<file path="src/rtl/core/tprs_pkg.sv">
// ----------------------------------------------------------------------------
// tprs_pkg: shared types and constants for the two-path route selector
// Fixed-point constants, register indexes, payload structs, ctrl/dp structs.
// ----------------------------------------------------------------------------
package tprs_pkg;

  localparam int FRAC_BITS = 12;
  localparam int ONE_Q     = 1 << FRAC_BITS;

  function automatic int kq(input int hundredths);
    kq = ((hundredths << FRAC_BITS) + 50) / 100;
  endfunction

  localparam int BASE_B = kq(5);
  localparam int K035   = kq(35);
  localparam int K045   = kq(45);
  localparam int K090   = kq(90);
  localparam int K025   = kq(25);
  localparam int K012   = kq(12);
  localparam int K060   = kq(60);
  localparam int K088   = ONE_Q - K012;

  localparam logic [2:0] REG_MODE      = 3'd0;
  localparam logic [2:0] REG_CAPACITY  = 3'd1;
  localparam logic [2:0] REG_PERIOD    = 3'd2;
  localparam logic [2:0] REG_HOLD_OFF  = 3'd3;
  localparam logic [2:0] REG_THRESHOLD = 3'd4;
  localparam logic [2:0] REG_GUARD     = 3'd5;
  localparam logic [2:0] REG_BURST_MRG = 3'd6;
  localparam logic [2:0] REG_CALM_MRG  = 3'd7;

  localparam logic [1:0] MODE_ACCUM    = 2'd0;
  localparam logic [1:0] MODE_TRIGGER  = 2'd1;
  localparam logic [1:0] MODE_PERIODIC = 2'd2;
  localparam logic [1:0] MODE_SPARE    = 2'd3;  // unused, acts as periodic

  typedef struct packed {
    logic [9:0]  queue_a_count;
    logic [9:0]  queue_b_count;
    logic [31:0] time_ms;
    logic        burst_flag;
  } sample_t;

  typedef struct packed {
    logic        path_selected;
    logic        switched;
    logic [15:0] change_count;
    logic [15:0] tail_count;
    logic [19:0] accum_level;
    logic [15:0] memory_a_level;
    logic [15:0] memory_b_level;
    logic [12:0] norm_a;
    logic [12:0] norm_b;
  } result_t;

  typedef struct packed {
    logic [1:0]  mode;
    logic [9:0]  queue_capacity;
    logic [15:0] recompute_period;
    logic [15:0] hold_off_time;
    logic [15:0] accum_threshold;
    logic [15:0] switch_guard;
    logic [15:0] burst_margin;
    logic [15:0] calm_margin;
  } cfg_t;

  // controller -> datapath
  typedef struct packed {
    logic load;      // capture sample, start divider on A
    logic div_b;     // restart divider on B
    logic div_step;  // one restoring-division step
    logic div_done_a;// store quotient A
    logic div_done_b;// store quotient B
    logic leak;      // update leaky memories
    logic terms;     // memory terms / accumulator products
    logic decide;    // final decision and state commit
  } dp_cmd_t;

endpackage

</file>
<file path="src/rtl/core/tprs_ctrl.sv">
// ----------------------------------------------------------------------------
// tprs_ctrl: sequencer for the route selector
// Walks one sample through divide, leak, term and decide steps.
// ----------------------------------------------------------------------------
module tprs_ctrl
  import tprs_pkg::*;
(
  input  logic    clk,
  input  logic    rst,
  input  logic    in_fire,
  input  logic    out_free,
  output logic    in_rdy,
  output logic    res_load,
  output dp_cmd_t cmd
);

  localparam logic [2:0] S_IDLE  = 3'd0;
  localparam logic [2:0] S_DIVA  = 3'd1;
  localparam logic [2:0] S_DIVB  = 3'd2;
  localparam logic [2:0] S_LEAK  = 3'd3;
  localparam logic [2:0] S_TERMS = 3'd4;
  localparam logic [2:0] S_DEC   = 3'd5;
  localparam logic [2:0] S_NORM  = 3'd6;  // quotient B lands in its register

  logic [2:0] state, state_next;
  logic [4:0] cnt, cnt_next;
  localparam logic [4:0] DIV_LAST = 5'(FRAC_BITS + 10 - 1);

  always_comb begin
    state_next = state;
    cnt_next   = cnt;
    cmd        = '0;
    in_rdy     = 1'b0;
    res_load   = 1'b0;
    case (state)
      S_IDLE: begin
        in_rdy = 1'b1;
        if (in_fire) begin
          cmd.load   = 1'b1;
          cnt_next   = '0;
          state_next = S_DIVA;
        end
      end
      S_DIVA: begin
        cmd.div_step = 1'b1;
        cnt_next = cnt + 5'd1;
        if (cnt == DIV_LAST) begin
          cmd.div_done_a = 1'b1;
          cnt_next = '0;
          state_next = S_DIVB;
        end
      end
      S_DIVB: begin
        if (cnt == '0) begin
          cmd.div_b = 1'b1;
          cnt_next = 5'd1;
        end else begin
          cmd.div_step = 1'b1;
          cnt_next = cnt + 5'd1;
          if (cnt == DIV_LAST + 5'd1) begin
            cmd.div_done_b = 1'b1;
            state_next = S_NORM;
          end
        end
      end
      S_NORM: begin
        state_next = S_LEAK;
      end
      S_LEAK: begin
        cmd.leak = 1'b1;
        state_next = S_TERMS;
      end
      S_TERMS: begin
        cmd.terms = 1'b1;
        state_next = S_DEC;
      end
      S_DEC: begin
        if (out_free) begin
          cmd.decide = 1'b1;
          res_load = 1'b1;
          state_next = S_IDLE;
        end
      end
      default: state_next = S_IDLE;
    endcase
  end

  always_ff @(posedge clk) begin
    if (rst) begin
      state <= S_IDLE;
      cnt   <= '0;
    end else begin
      state <= state_next;
      cnt   <= cnt_next;
    end
  end

  a_one_cmd: assert property (@(posedge clk) disable iff (rst)
    $onehot0({cmd.load, cmd.leak, cmd.terms, cmd.decide}))
    else $error("overlapping phase commands");
  a_ready_idle: assert property (@(posedge clk) disable iff (rst)
    in_fire |=> !in_rdy)
    else $error("accepted a second sample while busy");
  a_dec_after_terms: assert property (@(posedge clk) disable iff (rst)
    cmd.terms |=> state == S_DEC)
    else $error("terms not followed by decide");

endmodule

</file>
<file path="src/rtl/core/tprs_dp.sv">
// ----------------------------------------------------------------------------
// tprs_dp: datapath of the route selector
// Serial divider for normalising, leaky memories, accumulator and counters.
// ----------------------------------------------------------------------------
module tprs_dp
  import tprs_pkg::*;
(
  input  logic    clk,
  input  logic    rst,
  input  dp_cmd_t cmd,
  input  sample_t sample,
  input  cfg_t    cfg,
  output result_t result
);

  localparam int NW = FRAC_BITS + 1;
  localparam int DW = FRAC_BITS + 10;

  sample_t smp;
  logic [DW-1:0] dividend;
  logic [10:0]   rem;
  logic [DW-1:0] quo;
  logic [NW-1:0] na, nb;

  logic          current_path, ever_switched;
  logic [15:0]   leak_a, leak_b;
  logic [19:0]   accumulator;
  logic [31:0]   last_switch_ms, allowed_after_ms;
  logic [15:0]   changes, tail_changes;

  logic [17:0]   term35_c, term35_o, term45_c, term45_o;
  logic [32:0]   acc_prod;

  // restoring division: count<<F / capacity, one bit per step
  logic [11:0] rem_sh;
  always_comb rem_sh = {rem, dividend[DW-1]};

  function automatic logic [NW-1:0] norm_of(input logic [9:0] c, input logic [DW-1:0] q,
                                            input logic [9:0] cap);
    logic [NW-1:0] r;
    if (cap == '0) r = '0;
    else if (c >= cap) r = NW'(ONE_Q);
    else r = q[NW-1:0];
    return r;
  endfunction

  always_ff @(posedge clk) begin
    if (cmd.load) begin
      smp      <= sample;
      dividend <= {sample.queue_a_count, {FRAC_BITS{1'b0}}};
      rem      <= '0;
    end else if (cmd.div_b) begin
      dividend <= {smp.queue_b_count, {FRAC_BITS{1'b0}}};
      rem      <= '0;
    end else if (cmd.div_step) begin
      dividend <= {dividend[DW-2:0], 1'b0};
      if (rem_sh >= {2'b0, cfg.queue_capacity}) begin
        rem <= 11'(rem_sh - {2'b0, cfg.queue_capacity});
        quo <= {quo[DW-2:0], 1'b1};
      end else begin
        rem <= rem_sh[10:0];
        quo <= {quo[DW-2:0], 1'b0};
      end
    end
  end

  // quotient is complete the cycle after the last step
  logic done_a_d, done_b_d;
  always_ff @(posedge clk) begin
    if (rst) begin
      done_a_d <= 1'b0;
      done_b_d <= 1'b0;
    end else begin
      done_a_d <= cmd.div_done_a;
      done_b_d <= cmd.div_done_b;
    end
  end
  always_ff @(posedge clk) begin
    if (done_a_d) na <= norm_of(smp.queue_a_count, quo, cfg.queue_capacity);
    if (done_b_d) nb <= norm_of(smp.queue_b_count, quo, cfg.queue_capacity);
  end

  // leaky memory update
  function automatic logic [15:0] leak_upd(input logic [15:0] l, input logic [NW-1:0] n);
    logic [31:0] v;
    v = 32'(l) * 32'(K090) + 32'(K025) * 32'(n) + 32'(ONE_Q / 2);
    v = v >> FRAC_BITS;
    return (v > 32'hFFFF) ? 16'hFFFF : v[15:0];
  endfunction

  function automatic logic [17:0] mterm(input int k, input logic [15:0] l);
    logic [31:0] v;
    v = (32'(k) * 32'(l) + 32'(ONE_Q / 2)) >> FRAC_BITS;
    return v[17:0];
  endfunction

  logic [15:0] mc, mo;
  always_comb begin
    mc = current_path ? leak_b : leak_a;
    mo = current_path ? leak_a : leak_b;
  end

  always_ff @(posedge clk) begin
    if (rst) begin
      leak_a <= '0;
      leak_b <= '0;
    end else if (cmd.leak) begin
      leak_a <= leak_upd(leak_a, na);
      leak_b <= leak_upd(leak_b, nb);
    end
  end

  always_ff @(posedge clk) begin
    if (cmd.terms) begin
      term35_c <= mterm(K035, mc);
      term35_o <= mterm(K035, mo);
      term45_c <= mterm(K045, mc);
      term45_o <= mterm(K045, mo);
      acc_prod <= 33'(accumulator) * 33'(K088);
    end
  end

  // decision
  logic [NW-1:0] qc, qo;
  logic [19:0]   bc, bo;
  logic signed [21:0] diff;
  logic signed [40:0] sum;
  logic [40:0]   sum_r;
  logic [19:0]   acc_new, acc_fin;
  logic [19:0]   eff_c, eff_o;
  logic [15:0]   margin;
  logic          due, want, next_path, blocked, sw;
  logic [32:0]   end_ms;

  always_comb begin
    qc = current_path ? nb : na;
    qo = current_path ? na : nb;
    bc = current_path ? 20'(BASE_B) : 20'd0;
    bo = current_path ? 20'd0 : 20'(BASE_B);
    diff = 22'(bc + 20'(qc) + 20'(term35_c)) - 22'(bo + 20'(qo) + 20'(term35_o));
    sum = $signed({8'b0, acc_prod}) + 41'sd0 + 41'(K060) * 41'(diff);
    sum_r = 41'(sum) + 41'(ONE_Q / 2);
    if (sum <= 0) acc_new = '0;
    else if ((sum_r >> FRAC_BITS) > 41'hFFFFF) acc_new = 20'hFFFFF;
    else acc_new = sum_r[FRAC_BITS +: 20];
    eff_c = bc + 20'(qc) + 20'(term45_c);
    eff_o = bo + 20'(qo) + 20'(term45_o);
    margin = smp.burst_flag ? cfg.burst_margin : cfg.calm_margin;
    due = !ever_switched || (smp.time_ms >= last_switch_ms &&
          (smp.time_ms - last_switch_ms) >= 32'(cfg.recompute_period));
    acc_fin   = '0;
    want      = 1'b0;
    next_path = ~current_path;
    if (cfg.mode == MODE_ACCUM) begin
      acc_fin = acc_new;
      if (acc_new >= 20'(cfg.accum_threshold) &&
          21'(eff_o) + 21'(cfg.switch_guard) < 21'(eff_c)) begin
        want = 1'b1;
        acc_fin = '0;
      end
    end else if (cfg.mode == MODE_TRIGGER) begin
      want = 21'(bo) + 21'(qo) + 21'(margin) < 21'(bc) + 21'(qc);
    end else begin
      want = due;
      next_path = (20'(na) <= 20'(BASE_B) + 20'(nb)) ? 1'b0 : 1'b1;
    end
    blocked = ever_switched && smp.time_ms < allowed_after_ms;
    sw = want && next_path != current_path && !blocked;
    end_ms = 33'(smp.time_ms) + 33'(cfg.hold_off_time);
  end

  always_ff @(posedge clk) begin
    if (rst) begin
      current_path     <= 1'b0;
      ever_switched    <= 1'b0;
      accumulator      <= '0;
      last_switch_ms   <= '0;
      allowed_after_ms <= '0;
      changes          <= '0;
      tail_changes     <= '0;
    end else if (cmd.decide) begin
      accumulator <= acc_fin;
      if (sw) begin
        current_path     <= next_path;
        ever_switched    <= 1'b1;
        last_switch_ms   <= smp.time_ms;
        allowed_after_ms <= end_ms[32] ? 32'hFFFFFFFF : end_ms[31:0];
        if (changes != 16'hFFFF) changes <= changes + 16'd1;
        if (!smp.burst_flag && tail_changes != 16'hFFFF)
          tail_changes <= tail_changes + 16'd1;
      end
    end
  end

  always_comb begin
    result.path_selected  = sw ? next_path : current_path;
    result.switched       = sw;
    result.change_count   = (sw && changes != 16'hFFFF) ? changes + 16'd1 : changes;
    result.tail_count     = (sw && !smp.burst_flag && tail_changes != 16'hFFFF)
                            ? tail_changes + 16'd1 : tail_changes;
    result.accum_level    = acc_fin;
    result.memory_a_level = leak_a;
    result.memory_b_level = leak_b;
    result.norm_a         = na;
    result.norm_b         = nb;
  end

  a_tail_le: assert property (@(posedge clk) disable iff (rst)
    tail_changes <= changes) else $error("tail count above change count");
  a_sw_flips: assert property (@(posedge clk) disable iff (rst)
    cmd.decide && sw |=> current_path != $past(current_path))
    else $error("switch did not change path");
  a_norm_max: assert property (@(posedge clk) disable iff (rst)
    cmd.decide |-> na <= NW'(ONE_Q) && nb <= NW'(ONE_Q))
    else $error("normalised value above one");

endmodule

</file>
<file path="src/rtl/core/two_path_route_selector.sv">
// ----------------------------------------------------------------------------
// two_path_route_selector: picks path A or B from queue occupancy samples
// Top level: config registers, sequencer, datapath and output register.
// ----------------------------------------------------------------------------
// Usage:
//   in_valid/in_ready carry one sample beat (queue counts, time, burst flag).
//   out_valid/out_ready carry one result beat per sample.
//   cfg_valid/cfg_ready write register cfg_index with cfg_data; always ready.
//     Write only while idle. Indexes 0 to 7 each select a register.
// From sample accept to result valid: two 22-step
//   restoring divisions (serial divider, one quotient bit per cycle) for the
//   two normalised occupancies, then settle, leak, term and decide steps.
// A new sample is accepted only after the previous one has finished decide.
// The next sample is taken while a result still waits in the output register.
// Reset (rst, synchronous): registers to defaults, path A, memories and
//   counters cleared, no result pending.
// Receiver stall: the finished sample waits in decide until the output
//   register is free; no beat is dropped.
// ----------------------------------------------------------------------------
module two_path_route_selector
  import tprs_pkg::*;
(
  input  logic        clk,
  input  logic        rst,
  input  logic        in_valid,
  output logic        in_ready,
  input  sample_t     in_data,
  output logic        out_valid,
  input  logic        out_ready,
  output result_t     out_data,
  input  logic        cfg_valid,
  output logic        cfg_ready,
  input  logic [2:0]  cfg_index,
  input  logic [15:0] cfg_data
);

  cfg_t    cfg;
  dp_cmd_t cmd;
  result_t result;
  logic    res_load, in_rdy;
  logic    out_free;

  assign cfg_ready = 1'b1;
  assign in_ready  = in_rdy;
  assign out_free  = !out_valid || out_ready;

  always_ff @(posedge clk) begin
    if (rst) begin
      cfg.mode             <= 2'd0;
      cfg.queue_capacity   <= 10'd20;
      cfg.recompute_period <= 16'd500;
      cfg.hold_off_time    <= 16'd700;
      cfg.accum_threshold  <= 16'd901;
      cfg.switch_guard     <= 16'd246;
      cfg.burst_margin     <= 16'd737;
      cfg.calm_margin      <= 16'd123;
    end else if (cfg_valid) begin
      case (cfg_index)
        REG_MODE:      cfg.mode             <= cfg_data[1:0];
        REG_CAPACITY:  cfg.queue_capacity   <= cfg_data[9:0];
        REG_PERIOD:    cfg.recompute_period <= cfg_data;
        REG_HOLD_OFF:  cfg.hold_off_time    <= cfg_data;
        REG_THRESHOLD: cfg.accum_threshold  <= cfg_data;
        REG_GUARD:     cfg.switch_guard     <= cfg_data;
        REG_BURST_MRG: cfg.burst_margin     <= cfg_data;
        REG_CALM_MRG:  cfg.calm_margin      <= cfg_data;
        default: ;
      endcase
    end
  end

  tprs_ctrl u_ctrl (
    .clk      (clk),
    .rst      (rst),
    .in_fire  (in_valid && in_rdy),
    .out_free (out_free),
    .in_rdy   (in_rdy),
    .res_load (res_load),
    .cmd      (cmd)
  );

  tprs_dp u_dp (
    .clk    (clk),
    .rst    (rst),
    .cmd    (cmd),
    .sample (in_data),
    .cfg    (cfg),
    .result (result)
  );

  // output register
  always_ff @(posedge clk) begin
    if (rst) out_valid <= 1'b0;
    else if (res_load) out_valid <= 1'b1;
    else if (out_ready) out_valid <= 1'b0;
  end
  always_ff @(posedge clk) begin
    if (res_load) out_data <= result;
  end

  a_no_overwrite: assert property (@(posedge clk) disable iff (rst)
    out_valid && !out_ready |-> !res_load)
    else $error("result overwritten while stalled");
  a_hold: assert property (@(posedge clk) disable iff (rst)
    out_valid && !out_ready |=> out_valid && $stable(out_data))
    else $error("result beat changed under stall");
  a_load_valid: assert property (@(posedge clk) disable iff (rst)
    res_load |=> out_valid) else $error("loaded result not shown");

endmodule
</file>
<file path="config.mk">
export PLATFORM = sky130hd
export DESIGN_NAME = two_path_route_selector
export DESIGN_NICKNAME = d
export VERILOG_FILES = /design/src/rtl/core/tprs_pkg.sv /design/src/rtl/core/tprs_ctrl.sv /design/src/rtl/core/tprs_dp.sv /design/src/rtl/core/two_path_route_selector.sv
export SDC_FILE = /design/constraint.sdc
export NUM_CORES = 2
export LEC_CHECK = 0
export ABC_AREA = 1
export BUFFER_PORTS_ARGS = -buffer_cell sky130_fd_sc_hd__buf_4
export CORE_ASPECT_RATIO = 0.9
export CORE_MARGIN = 1
export CORE_UTILIZATION = 35
export DETAILED_ROUTE_END_ITERATION = 7
export GPL_TIMING_DRIVEN = 0
export PLACE_DENSITY = 0.46
export SLEW_MARGIN = 20
export SYNTH_ARGS = -nofsm -noshare
export SYNTH_HDL_FRONTEND = slang
export SYNTH_SLANG_ARGS = --single-unit
</file>
<file path="constraint.sdc">
create_clock -name clk -period 25.2 [get_ports clk]
set_input_delay 3.78 -clock clk [delete_from_list [all_inputs] [get_ports clk]]
set_output_delay 3.78 -clock clk [all_outputs]
set_load 0.005 [all_outputs]
</file>
==> impl_metrics.tcl <==
set metrics [dict create \
    die_h_um 409 \
    die_area_sq_um 186000 \
    ys_top_cells_by_area "ha_1 (20%), fa_1 (16%), edfxtp_1 (14%)" \
    ys_ff_latch 588 \
    worstReg2RegEnd "out_data[92]$_DFFE_PP_" \
    drive_gt1_share_pct 5.81 \
    dpl.cell_count 10454 \
    top_level_ports 192 \
    drtIter0Drc 3023 \
    setup.worst_path.class "flip-flop to flip-flop" \
    clock-sinks 588 \
    syn_to_final_growth_pct 11.5 \
    r2r_slack_ns 7.25 \
    syn_area_sq_um 64400 \
    cts_resized 0 \
    synth_simple_gate_area_share_pct 16.7 \
    synth_top_area_share_pct 19.9 \
    first_global_vias 50356 \
    path_clk_slew_ns 0.06 \
    root_buffer "clkbuf_16" \
    clockBufferDepth 3 \
    hold_buffers 0 \
    synthXorXnorAreaFrac_pct 5.65 \
    max_stage_delay_ns 0.73 \
    synth-seq-area-share_pct 23.0 \
    p_leak_nw 38.0 \
    post-route-drc-count 0 \
    grt_util_all_layers_pct 20.3 \
    slowest_stage "dfxtp_1" \
    synthTopCellsByCount "inv_1 (1477), nand2_1 (1371), ha_1 (1027)" \
    synthCells 7827 \
    fmax_mhz 55.7 \
    crit_path_frequent_cell "nand2_1" \
    period_minus_slack_ns 17.95 \
    yosysWarnings 0 \
    async_flop_share_pct 0 \
    final_cell_count_no_fill 10589 \
    hp-start "u_dp.quo[9]$_DFFE_PP_" \
    clock_skew_ns 0.0737 \
    cts_made_buffers 72 \
    start_kind "flip-flop" \
    synth_top_family_by_area "adder cells" \
    max_cap_violations 0 \
    syn_avg_cell_area_sq_um 8.23 \
    synth_compound_area_share_pct 9.30 \
    post_synth_fa_ha_maj_area_fraction_pct 35.6 \
    ir_drop_mv 0.0447 \
    port_buffers 188 \
    dpl.hpwl_mm 156 \
    post_cts_buffers 0 \
    finalWirelength_mm 189 \
    wl_per_cell_um 17.8 \
    grt_pass1_wl_mm 293 \
    period_share_pct 71.2 \
    via_count 50966 \
    synth_cell_types 67 \
    insertion_delay_ns 0.72 \
    grt.overflow.total 0 \
    die_w_um 454 \
    viasPerCell 4.81 \
    cts-htree-levels 3 \
    synth_largest_area_cell "ha_1" \
    coreArea_sq_um 183000 \
    holdPathStages 0 \
    antenna_found_initial 7 \
    syn_nets 9436 \
    cp.arrival_ns 18.42 \
    tightest_slew_ns 1.15 \
    hold_path.class "flip-flop to flip-flop" \
    setup_violations 0 \
    finalHoldViolCount 0 \
    end_kind "flip-flop" \
    cts_tree "built" \
    outcome "finished, final reports clean" \
    antenna_left 0 \
    worstReg2RegStart "u_dp.current_path$_SDFFE_PP0P_" \
    tns_ns 0 \
    hold_end "u_dp.quo[10]$_DFFE_PP_" \
    post-synth-top-count-cell "inv_1" \
    synth_edf_count 308 \
    relSlewSlack_pct 23.4 \
    slew_violations 0 \
    power_density_nw_per_um2 34.8 \
    rows 149 \
    crit_path_max_fanout 10 \
    start_util_pct 35.2 \
    r2r_cells 72 \
    synth_flop_cell "edfxtp_1" \
    grt_max_degree 50 \
    synthMuxAreaShare_pct 0.0155 \
    required_ns 25.67 \
    gp_congestion 0.904 \
    drt-pass1-iter-count 8 \
    nNetsFinal 9721 \
    rsz0062_at_grt "false" \
]
==> cell families after synthesis <==
| kind of cell | after synthesis |
|---|---|
| flops | 588 |
| buf+inv | 1629 |
| xor+xnor | 415 |
| other cells | 1 |
| simple gates | 2577 |
| compound gates | 1084 |
| fa+ha+maj | 1532 |
| mux | 1 |
==> cells in the final DEF (no fill, tap or decap), types with 15 or more instances in the layout <==
cell and instances:
a21o_1 36, nand2_1 1371, nand4_1 124, a31oi_1 25, o21bai_1 31, or2_2 33, fa_1 505, clkinv_1 19
o211ai_1 31, buf_2 17, nand3_1 255, buf_6 15, a21oi_1 502, inv_2 20, o21ai_2 22, edfxtp_1 308
dfxtp_1 280, a211oi_1 16, nor2_1 635, clkbuf_16 73, clkbuf_1 96, xnor2_1 123, o21ai_0 320, nor3_1 72
inv_1 1476, buf_4 197, o21a_1 18, nor4_1 22, ha_1 1027, xor2_1 291, o21ai_1 23
==> state kept, by name (all words and copies together), names as in the netlist, 13 cells and up <==
signal and flops:
u_dp.leak_b 16, u_dp.last_switch_ms 32, u_dp.tail_changes 16, u_dp.term45_o 16
u_dp.accumulator 20, u_dp.changes 16, u_dp.term45_c 16, u_dp.term35_c 16
out_data 112, u_dp.term35_o 16, u_dp.smp 53, u_dp.nb 13
u_dp.acc_prod 30, u_dp.quo 13, u_dp.leak_a 16, u_dp.na 13
cfg 108, u_dp.allowed_after_ms 32
==> where the power goes <==
part | switching [mW] | internal (mW) | total, mW
registers | 0.0255 | 1.04 | 1.06
logic | 0.203 | 0.116 | 0.318
clock network | 0.482 | 0.636 | 1.12
total | 0.710 | 1.79 | 2.50
==> stage by stage <==
step                utilization [%]  instance area, sq um  hold slack (ns)  power, mW  setup WS, ns
detailed placement             37.9                 69300            0.435       1.40          7.22
floorplan                         -                 64400            0.426       1.30         11.75
global placement               37.6                 68900            0.434       1.40          7.28
finish                         39.2                 71800            0.451       2.50          7.25
CTS                            39.2                 71800            0.450       2.54          7.14
global route                   39.2                 71800            0.466       2.61          5.99
==> how the worst max path moves through the flow <==
stage,startpoint,endpoint,cells past startpoint
6_report,u_dp.current_path$_SDFFE_PP0P_,out_data[92]$_DFFE_PP_,72
5_1_grt,u_dp.current_path$_SDFFE_PP0P_,out_data[92]$_DFFE_PP_,72
4_1_cts,u_dp.current_path$_SDFFE_PP0P_,out_data[92]$_DFFE_PP_,72
3_5_place_dp,u_dp.current_path$_SDFFE_PP0P_,out_data[107]$_DFFE_PP_,73
3_3_place_gp,u_dp.current_path$_SDFFE_PP0P_,out_data[92]$_DFFE_PP_,72
2_1_floorplan,u_dp.current_path$_SDFFE_PP0P_,out_data[99]$_DFFE_PP_,73
==> worst max-delay path, delay by kind of cell (launching register included) <==
| kind | cells | cell delay, ns |
|---|---|---|
| compound gates | 16 | 3.70 |
| simple gates | 26 | 3.47 |
| fa+ha+maj | 12 | 5.06 |
| flops | 1 | 0.73 |
| xor+xnor | 3 | 1.18 |
| buf+inv | 15 | 3.53 |
==> routing by layer <==
metal | track usage [%] | part of all wire [%] | routed length, um
met5 | 0 | 0.0085 | 16
met1 | 28.6 | 49 | 92000
met3 | 1.76 | 3.0 | 5680
met2 | 33.5 | 46 | 86800
met4 | 4.42 | 2.1 | 4000
==> area by class of cell <==
cell class / instances / area (sq um)
antenna: 2 / 5.00
buffer: 123 / 574
clock buffer: 90 / 1910
clock inverter: 43 / 577
fill: 18827 / 111000
inverter: 1506 / 5660
multi-input combinational: 5610 / 43500
sequential: 588 / 14900
tap: 2416 / 3020
timing repair buffer: 211 / 1760
Note: power is estimated with default switching activity, not from simulation.
